File: src/sv/rtbc_pkg.sv
`timescale 1ns / 1ps
package rtbc_pkg;

    localparam int unsigned MaxTimeoutUs = 1100000;
    localparam int unsigned MacroVcsel   = 2304;
    localparam int unsigned PhasecalUs   = 1000;
    localparam int unsigned MmUs         = 1;
    localparam int unsigned RoundHalf    = 32'h800;
    localparam int unsigned PllNum       = 32'h4000_0000;
    localparam logic [15:0] GuardReset   = 16'd4528;

    typedef enum logic [1:0] {
        ST_OK       = 2'd0,
        ST_GUARD    = 2'd1,
        ST_TOO_BIG  = 2'd2,
        ST_ZERO_DIV = 2'd3
    } t_status;

    typedef enum logic [0:0] {
        ACT_ENCODE = 1'b0,
        ACT_DECODE = 1'b1
    } t_action;

    typedef enum logic [0:0] {
        REG_OSC_FREQ = 1'b0,
        REG_GUARD    = 1'b1
    } t_reg_idx;

    typedef struct packed {
        logic        action;
        logic [31:0] req_budget;
        logic [7:0]  vcsel_period_a;
        logic [7:0]  vcsel_period_b;
        logic [15:0] range_code_a;
    } t_in_word;

    typedef struct packed {
        t_status     status;
        logic [7:0]  phasecal_timeout;
        logic [15:0] mm_code_a;
        logic [15:0] range_code_a_out;
        logic [15:0] mm_code_b;
        logic [15:0] range_code_b;
        logic [31:0] budget_out;
    } t_out_word;

    // divider handshake
    typedef struct packed {
        logic        start;
        logic [31:0] num;
        logic [31:0] den;
    } t_div_req;

    typedef struct packed {
        logic        done;
        logic [31:0] quo;
    } t_div_rsp;

endpackage

File: src/sv/ranging_timing_budget_converter.sv
`timescale 1ns / 1ps
// Encode runs six divider passes (PLL, phasecal, then mm and range codes for A and B),
//   shifting each timeout code's mantissa until it fits in eight bits; decode runs one (PLL).
// Guard, limit and zero-frequency status end in S_CHECK; a zero macro period (encode) in S_MAC_B2.
// Throughput: one word at a time; busy high until o_done, next word may start on that edge.
// Result strobe o_done lasts one cycle; the receiver cannot stall it.
// Reset (synchronous, active low) clears control state; osc_frequency to 0, guard to 4528.
module ranging_timing_budget_converter (
    input  logic                i_clk,
    input  logic                i_rst_n,
    input  logic                start,
    output logic                busy,
    input  rtbc_pkg::t_in_word  i_data,
    output logic                o_done,
    output rtbc_pkg::t_out_word o_data,
    input  logic                i_cfg_we,
    input  logic                i_cfg_idx,
    input  logic [15:0]         i_cfg_data
);
    typedef enum logic [3:0] {
        S_IDLE, S_CHECK, S_PLL, S_MAC_A1, S_MAC_A2, S_MAC_B1, S_MAC_B2,
        S_DIV, S_ENC, S_DEC1, S_DEC2, S_OUT
    } t_state;

    t_state r_state;
    logic [15:0] r_osc, r_guard;
    rtbc_pkg::t_in_word  r_in;
    rtbc_pkg::t_out_word r_out;
    logic        r_done;
    logic [31:0] r_pll, r_ma, r_mb, r_rem, r_acc, r_mant;
    logic [7:0]  r_expo;
    logic [2:0]  r_job;
    logic [63:0] r_prod;
    rtbc_pkg::t_div_req w_req;
    rtbc_pkg::t_div_rsp w_rsp;
    logic        r_dstart;
    logic [31:0] r_dnum, r_dden;
    logic [31:0] w_diff, w_mac, w_dec;
    logic [7:0]  w_pcl;
    logic [15:0] w_code;

    assign w_req.start = r_dstart;
    assign w_req.num   = r_dnum;
    assign w_req.den   = r_dden;

    rtbc_div u_div (.i_clk(i_clk), .i_rst_n(i_rst_n), .i_req(w_req), .o_rsp(w_rsp));

    always_comb begin
        w_diff = r_in.req_budget - {16'd0, r_guard};
        w_pcl  = (r_state == S_MAC_A1 || r_state == S_MAC_A2) ?
                 8'((r_in.vcsel_period_a + 8'd1) << 1) :
                 8'((r_in.vcsel_period_b + 8'd1) << 1);
        w_mac  = 32'((r_pll * rtbc_pkg::MacroVcsel) >> 6);
        w_dec  = (r_in.range_code_a[15:8] >= 8'd32) ? 32'd0 :
                 ({24'd0, r_in.range_code_a[7:0]} << r_in.range_code_a[12:8]);
        w_code = (r_acc == 32'd0) ? 16'd0 : {r_expo, r_mant[7:0]};
    end

    always_ff @(posedge i_clk) begin
        if (!i_rst_n) begin
            r_state  <= S_IDLE;
            r_done   <= 1'b0;
            r_dstart <= 1'b0;
            r_osc    <= '0;
            r_guard  <= rtbc_pkg::GuardReset;
        end else begin
            r_done   <= 1'b0;
            r_dstart <= 1'b0;
            if (i_cfg_we) begin
                if (i_cfg_idx == rtbc_pkg::REG_OSC_FREQ) r_osc <= i_cfg_data;
                else r_guard <= i_cfg_data;
            end
            unique case (r_state)
                S_IDLE: begin
                    if (start) begin
                        r_in    <= i_data;
                        r_out   <= '0;
                        r_state <= S_CHECK;
                    end
                end
                S_CHECK: begin
                    if (r_in.action == rtbc_pkg::ACT_ENCODE &&
                        r_in.req_budget <= {16'd0, r_guard}) begin
                        r_out.status <= rtbc_pkg::ST_GUARD;
                        r_state <= S_OUT;
                    end else if (r_in.action == rtbc_pkg::ACT_ENCODE &&
                                 w_diff > rtbc_pkg::MaxTimeoutUs) begin
                        r_out.status <= rtbc_pkg::ST_TOO_BIG;
                        r_state <= S_OUT;
                    end else if (r_osc == 16'd0) begin
                        r_out.status <= rtbc_pkg::ST_ZERO_DIV;
                        r_state <= S_OUT;
                    end else begin
                        r_rem    <= {1'b0, w_diff[31:1]};
                        r_dnum   <= rtbc_pkg::PllNum;
                        r_dden   <= {16'd0, r_osc};
                        r_dstart <= 1'b1;
                        r_state  <= S_PLL;
                    end
                end
                S_PLL: begin
                    if (w_rsp.done) begin
                        r_pll   <= w_rsp.quo;
                        r_state <= S_MAC_A1;
                    end
                end
                S_MAC_A1: begin
                    r_acc   <= w_mac * {24'd0, w_pcl};
                    r_state <= S_MAC_A2;
                end
                S_MAC_A2: begin
                    r_ma <= r_acc >> 6;
                    if (r_in.action == rtbc_pkg::ACT_DECODE) r_state <= S_DEC1;
                    else r_state <= S_MAC_B1;
                end
                S_MAC_B1: begin
                    r_acc   <= w_mac * {24'd0, w_pcl};
                    r_state <= S_MAC_B2;
                end
                S_MAC_B2: begin
                    r_mb  <= r_acc >> 6;
                    r_job <= 3'd0;
                    if (r_ma == 32'd0 || (r_acc >> 6) == 32'd0) begin
                        r_out.status <= rtbc_pkg::ST_ZERO_DIV;
                        r_state <= S_OUT;
                    end else begin
                        r_dnum   <= (32'(rtbc_pkg::PhasecalUs) << 12) + (r_ma >> 1);
                        r_dden   <= r_ma;
                        r_dstart <= 1'b1;
                        r_state  <= S_DIV;
                    end
                end
                S_DIV: begin
                    if (w_rsp.done) begin
                        r_acc  <= w_rsp.quo;
                        r_mant <= w_rsp.quo - 32'd1;
                        r_expo <= '0;
                        if (r_job == 3'd0) begin
                            r_out.phasecal_timeout <=
                                (w_rsp.quo > 32'hFF) ? 8'hFF : w_rsp.quo[7:0];
                            r_job    <= 3'd1;
                            r_dnum   <= (32'(rtbc_pkg::MmUs) << 12) + (r_ma >> 1);
                            r_dden   <= r_ma;
                            r_dstart <= 1'b1;
                        end else begin
                            r_state <= S_ENC;
                        end
                    end
                end
                S_ENC: begin
                    if ((r_mant & 32'hFFFF_FF00) != 32'd0 && r_acc != 32'd0) begin
                        r_mant <= r_mant >> 1;
                        r_expo <= r_expo + 8'd1;
                    end else begin
                        unique case (r_job)
                            3'd1:    r_out.mm_code_a        <= w_code;
                            3'd2:    r_out.range_code_a_out <= w_code;
                            3'd3:    r_out.mm_code_b        <= w_code;
                            default: r_out.range_code_b     <= w_code;
                        endcase
                        if (r_job == 3'd4) begin
                            r_state <= S_OUT;
                        end else begin
                            r_job    <= r_job + 3'd1;
                            r_dnum   <= (((r_job == 3'd2) ? 32'(rtbc_pkg::MmUs) : r_rem) << 12)
                                        + (((r_job >= 3'd2) ? r_mb : r_ma) >> 1);
                            r_dden   <= (r_job >= 3'd2) ? r_mb : r_ma;
                            r_dstart <= 1'b1;
                            r_state  <= S_DIV;
                        end
                    end
                end
                S_DEC1: begin
                    r_prod  <= {32'd0, w_dec + 32'd1} * {32'd0, r_ma};
                    r_state <= S_DEC2;
                end
                S_DEC2: begin
                    r_out.budget_out <= {r_prod[42:12], 1'b0}
                                        + 32'((r_prod[11:0] + 64'(rtbc_pkg::RoundHalf)) >> 12 << 1)
                                        + {16'd0, r_guard};
                    r_state <= S_OUT;
                end
                S_OUT: begin
                    r_done  <= 1'b1;
                    r_state <= S_IDLE;
                end
                default: r_state <= S_IDLE;
            endcase
        end
    end

    assign busy   = (r_state != S_IDLE);
    assign o_done = r_done;
    assign o_data = r_out;
endmodule

File: src/sv/rtbc_div.sv
`timescale 1ns / 1ps
// restoring divider, one quotient bit per cycle
module rtbc_div (
    input  logic              i_clk,
    input  logic              i_rst_n,
    input  rtbc_pkg::t_div_req i_req,
    output rtbc_pkg::t_div_rsp o_rsp
);
    logic [31:0] r_quo, r_den;
    logic [32:0] r_rem;
    logic [5:0]  r_cnt;
    logic        r_busy, r_done;
    logic [32:0] w_sh, w_sub;

    always_comb begin
        w_sh  = {r_rem[31:0], r_quo[31]};
        w_sub = w_sh - {1'b0, r_den};
    end

    always_ff @(posedge i_clk) begin
        if (!i_rst_n) begin
            r_busy <= 1'b0;
            r_done <= 1'b0;
            r_cnt  <= '0;
        end else begin
            r_done <= 1'b0;
            if (i_req.start) begin
                r_busy <= 1'b1;
                r_quo  <= i_req.num;
                r_den  <= i_req.den;
                r_rem  <= '0;
                r_cnt  <= 6'd32;
            end else if (r_busy) begin
                if (!w_sub[32]) begin
                    r_rem <= w_sub;
                    r_quo <= {r_quo[30:0], 1'b1};
                end else begin
                    r_rem <= w_sh;
                    r_quo <= {r_quo[30:0], 1'b0};
                end
                r_cnt <= r_cnt - 6'd1;
                if (r_cnt == 6'd1) begin
                    r_busy <= 1'b0;
                    r_done <= 1'b1;
                end
            end
        end
    end

    assign o_rsp.done = r_done;
    assign o_rsp.quo  = r_quo;
endmodule

File: config.mk
export PLATFORM = sky130hd
export DESIGN_NAME = ranging_timing_budget_converter
export DESIGN_NICKNAME = d
export VERILOG_FILES = /design/src/sv/rtbc_pkg.sv /design/src/sv/ranging_timing_budget_converter.sv /design/src/sv/rtbc_div.sv
export SDC_FILE = /design/constraint.sdc
export NUM_CORES = 2
export LEC_CHECK = 0
export BUFFER_PORTS_ARGS = -buffer_cell sky130_fd_sc_hd__buf_2
export CAP_MARGIN = 25
export CORE_ASPECT_RATIO = 1.5
export CORE_MARGIN = 10
export CORE_UTILIZATION = 35
export DETAILED_ROUTE_END_ITERATION = 7
export GPL_TIMING_DRIVEN = 0
export SETUP_SLACK_MARGIN = 0.4
export SKIP_CTS_REPAIR_TIMING = 1
export SLEW_MARGIN = 20
export SYNTH_ARGS = -nofsm -noshare
export SYNTH_HDL_FRONTEND = slang
export SYNTH_SLANG_ARGS = --single-unit
File: constraint.sdc
create_clock -name i_clk -period 18.2 [get_ports i_clk]
set_input_delay 3.64 -clock i_clk [delete_from_list [all_inputs] [get_ports i_clk]]
set_output_delay 3.64 -clock i_clk [all_outputs]
set_load 0.005 [all_outputs]
==> qor.csv <==
stage,metric,value,unit
outcome,run status,"complete, but fails checks",
outcome,failing checks,design-rule violations,
synth,Synth top area share,28.2,%
global_routing,vias in the first global route,44100,
global_routing,initial antenna violation count,13,
route,routed length per placed instance,23.9,um
global_routing,total global routing overflow,0,
synth,Area contributors post-synth,"edfxtp_1, fa_1, ha_1, inv_1, nand2_1",
finish,Fill cells,15700,
critical_path,Critical Path Max Stage Delay,0.73,ns
route,met3 wire length,11100,um
critical_path,crit end category,register,
finish,"non-filler cells, final",7881,
critical_path,Worst R2R Setup Slack,5.84,ns
worst_hold_path,Hold Crit Start,r_dden[25]$_SDFFCE_PP0P_,
synth,Synth Register Bits,566,
critical_path,"Max FO, Critical Path",10,
route,number of DRC markers in iteration 0,2897,
timing,RSZ-0062 raised after global routing,no,
critical_path,Critical Path RT,18.59,ns
synth,number of synthesis warnings,0,
power,clock network power share,15.3,%
synth,Mapped Cells,5479,
cts,CTS buffer count,59,
power,sw power,3880,uW
floorplanning,Die W,345,um
timing,Max Clk Rate,0.0809,GHz
synth,leading cell types by count after synthesis,"inv_1, fa_1, nand2_1, edfxtp_1, and2_1",
floorplanning,total die area,0.175,sq mm
placement,routability cong.,1.02,
critical_path,Top delay family on crit path,adder cells,
critical_path,crit path kind,reg2reg,
route,ANT nets after route,0,
synth,Post-synth EDFFs,520,
flow_run,max_cap viols,0,
synth,Post-Syn Area per Cell,10.1,sq um
timing,final setup fails,0,
cts,CTS tree,yes,
critical_path,worst r2r dst,r_prod[42]$_DFFE_PP_,
route,drt via density,5.23,
route,DR pass1 iterations,8,
cts,H-tree Lvls,2,
critical_path,WP data arrival,12.74,ns
floorplanning,Die H,508,um
power,total power draw,8380,uW
placement,placed insts,7761,
cts,Skew-Pair Late Insertion Delay,0.69,ns
power,Net Sw Frac,46.3,%
finish,Area Growth Syn to Fin,10.9,%
power,PwrDens,136,mW/mm^2
timing,fin crit share,67.9,%
power,combinational power share,59.8,%
route,final WL,188000,um
cts,CTS root buf,clkbuf_16,
finish,layout cells sized above 1,7.61,%
cts,Worst-path clk slew,0.06,ns
cts,clock sinks,566,
power,P_leak,0.0263,uW
power,Reg power frac,24.9,%
route,total number of vias,41200,
route,wl on met1,65300,um
global_routing,first-pass GRT wire length,280000,um
worst_hold_path,Hold Crit Class,reg2reg,
finish,final core utilization,39.1,%
synth,most common cell in the synthesized netlist,inv_1,
route,wire length on met2,94400,um
critical_path,crit path from,r_in[13]$_DFFE_PP_,
floorplanning,Initial Util,35.3,%
synth,leading area contributor after synthesis,edfxtp_1,
route,# DRC,2,
route,Top Metal Used,met5,
power,Power Internal,4500,uW
timing,hold slack,0.410,ns
critical_path,Critical Path Stages,35,
critical_path,most common cell type on the critical path,fa_1,
synth,syn_nets,6619,
critical_path,reg2reg start,r_in[13]$_DFFE_PP_,
power,peak supply drop,0.176,mV
critical_path,Worst Path Buf+Inv,10,
timing,Pins Over Slew Limit,0,
synth,"FFs w/ async S/R, synth",0,%
critical_path,slowest CP cell,xor2_1,
timing,Setup Total Neg Slack,0,ns
timing,Worst-Margin Slew,1.18,ns
global_routing,pin count of the biggest net entering global routing,39,
synth,"Cell Area, Synth",0.0555,sq mm
placement,I/O Buffers,191,
cts,Max clock buf depth,3,
floorplanning,Rows,178,
critical_path,critical path launch point type,register,
floorplanning,Core Region,0.157,sq mm
timing,Slew HR,21.7,%
critical_path,worst r2r path cells,35,
timing,Tmin final,12.36,ns
finish,nets,6897,
timing,clk_skew,0.0179,ns
global_routing,GR Util All Layers,21.2,%
critical_path,Critical Path End,r_prod[42]$_DFFE_PP_,
timing,Final Hold Fails,0,
placement,HPWL Detailed,154000,um
synth,library cells used by synthesis,94,
synth,Synth Flop Type,edfxtp_1,
floorplanning,I/O Pins,194,
synth,sequential area share after synthesis,29.8,%
-- per-stage QoR --
step	setup slack, ns	area (sq um)
finish	5.84	61500
global route	5.46	61500
CTS	5.89	61400
detailed placement	5.94	59400
global placement	5.99	59000
floorplan	9.18	55500
-- routing by layer --
layer,vias to the layer above,global-route usage (%)
met1,20800,22.4
met5,-,0
met2,1538,37.5
met3,606,3.60
met4,8,16.4
li1,18300,-
-- layout make-up --
class | count | area [sq um] | area share (%)
timing repair buffer | 217 | 1320 | 2.15
clock inverter | 44 | 490 | 0.797
sequential | 566 | 16500 | 26.9
multi-input combinational | 3807 | 34800 | 56.6
buffer | 230 | 895 | 1.45
antenna | 4 | 10.0 | 0.0163
tap | 2070 | 2590 | 4.21
clock buffer | 67 | 1540 | 2.50
inverter | 876 | 3290 | 5.35
-- registers in the layout (all words and copies together), names as in the netlist, 3 cells and up --
| register | flops |
|---|---|
| r_job | 3 |
| r_acc | 32 |
| r_dnum | 32 |
| r_mant | 32 |
| r_expo | 8 |
| r_guard | 16 |
| o_data | 106 |
| r_prod | 32 |
| r_dden | 26 |
| r_ma | 26 |
| r_in | 63 |
| r_rem | 20 |
| r_mb | 26 |
| r_pll | 24 |
| u_div.r_cnt | 6 |
| u_div.r_rem | 32 |
| u_div.r_den | 26 |
| r_osc | 16 |
| r_state | 4 |
| u_div.r_quo | 32 |
-- worst register-to-register path, delay by kind of cell (launching register included) --
family          cells  cell delay, ns
compound gates      4            1.38
xor+xnor            2            0.92
fa+ha+maj           9            4.13
buf+inv            10            2.13
flops               1            0.40
simple gates       10            3.09
-- how the worst min path moves through the flow --
stage / end / slack, ns / cells past startpoint
after floorplan: u_div.r_den[0]$_DFFE_PP_ / 0.40 / 0
after global placement: u_div.r_den[11]$_DFFE_PP_ / 0.40 / 0
after detailed placement: u_div.r_den[6]$_DFFE_PP_ / 0.41 / 0
after CTS: u_div.r_den[25]$_DFFE_PP_ / 0.42 / 0
after global routing: u_div.r_den[12]$_DFFE_PP_ / 0.43 / 0
final: u_div.r_den[25]$_DFFE_PP_ / 0.41 / 0
-- power groups by stage --
| stage | Sequential (uW) | Clock (uW) | Combinational, uW |
|---|---|---|---|
| finish | 2090 | 1280 | 5010 |
| global route | 2110 | 1350 | 5520 |
| CTS | 2090 | 1300 | 5030 |
| detailed placement | 2110 | 0 | 4980 |
| global placement | 2130 | 0 | 4860 |
| floorplan | 2050 | 0 | 3280 |
-- cell families after synthesis --
group	share of synthesized area [%]
flops	29.8
buf+inv	7.54
xor+xnor	3.72
simple gates	15.8
mux	1.86
compound gates	7.57
fa+ha+maj	33.7
-- placed cells by master, fill, tap and decap left out, types with 72 or more instances in the layout --
cell type | netlist | final
a21o_1 | 76 | 75
a21oi_1 | 137 | 132
and2_1 | 397 | 397
buf_2 | 6 | 200
clkbuf_1 | 213 | 218
edfxtp_1 | 520 | 520
fa_1 | 730 | 730
ha_1 | 324 | 324
inv_1 | 871 | 870
nand2_1 | 665 | 665
nor2_1 | 326 | 323
nor3_1 | 74 | 72
o21ai_0 | 139 | 139
xnor2_1 | 157 | 157
xor2_1 | 76 | 75
Note: power is estimated with default switching activity, not from simulation.
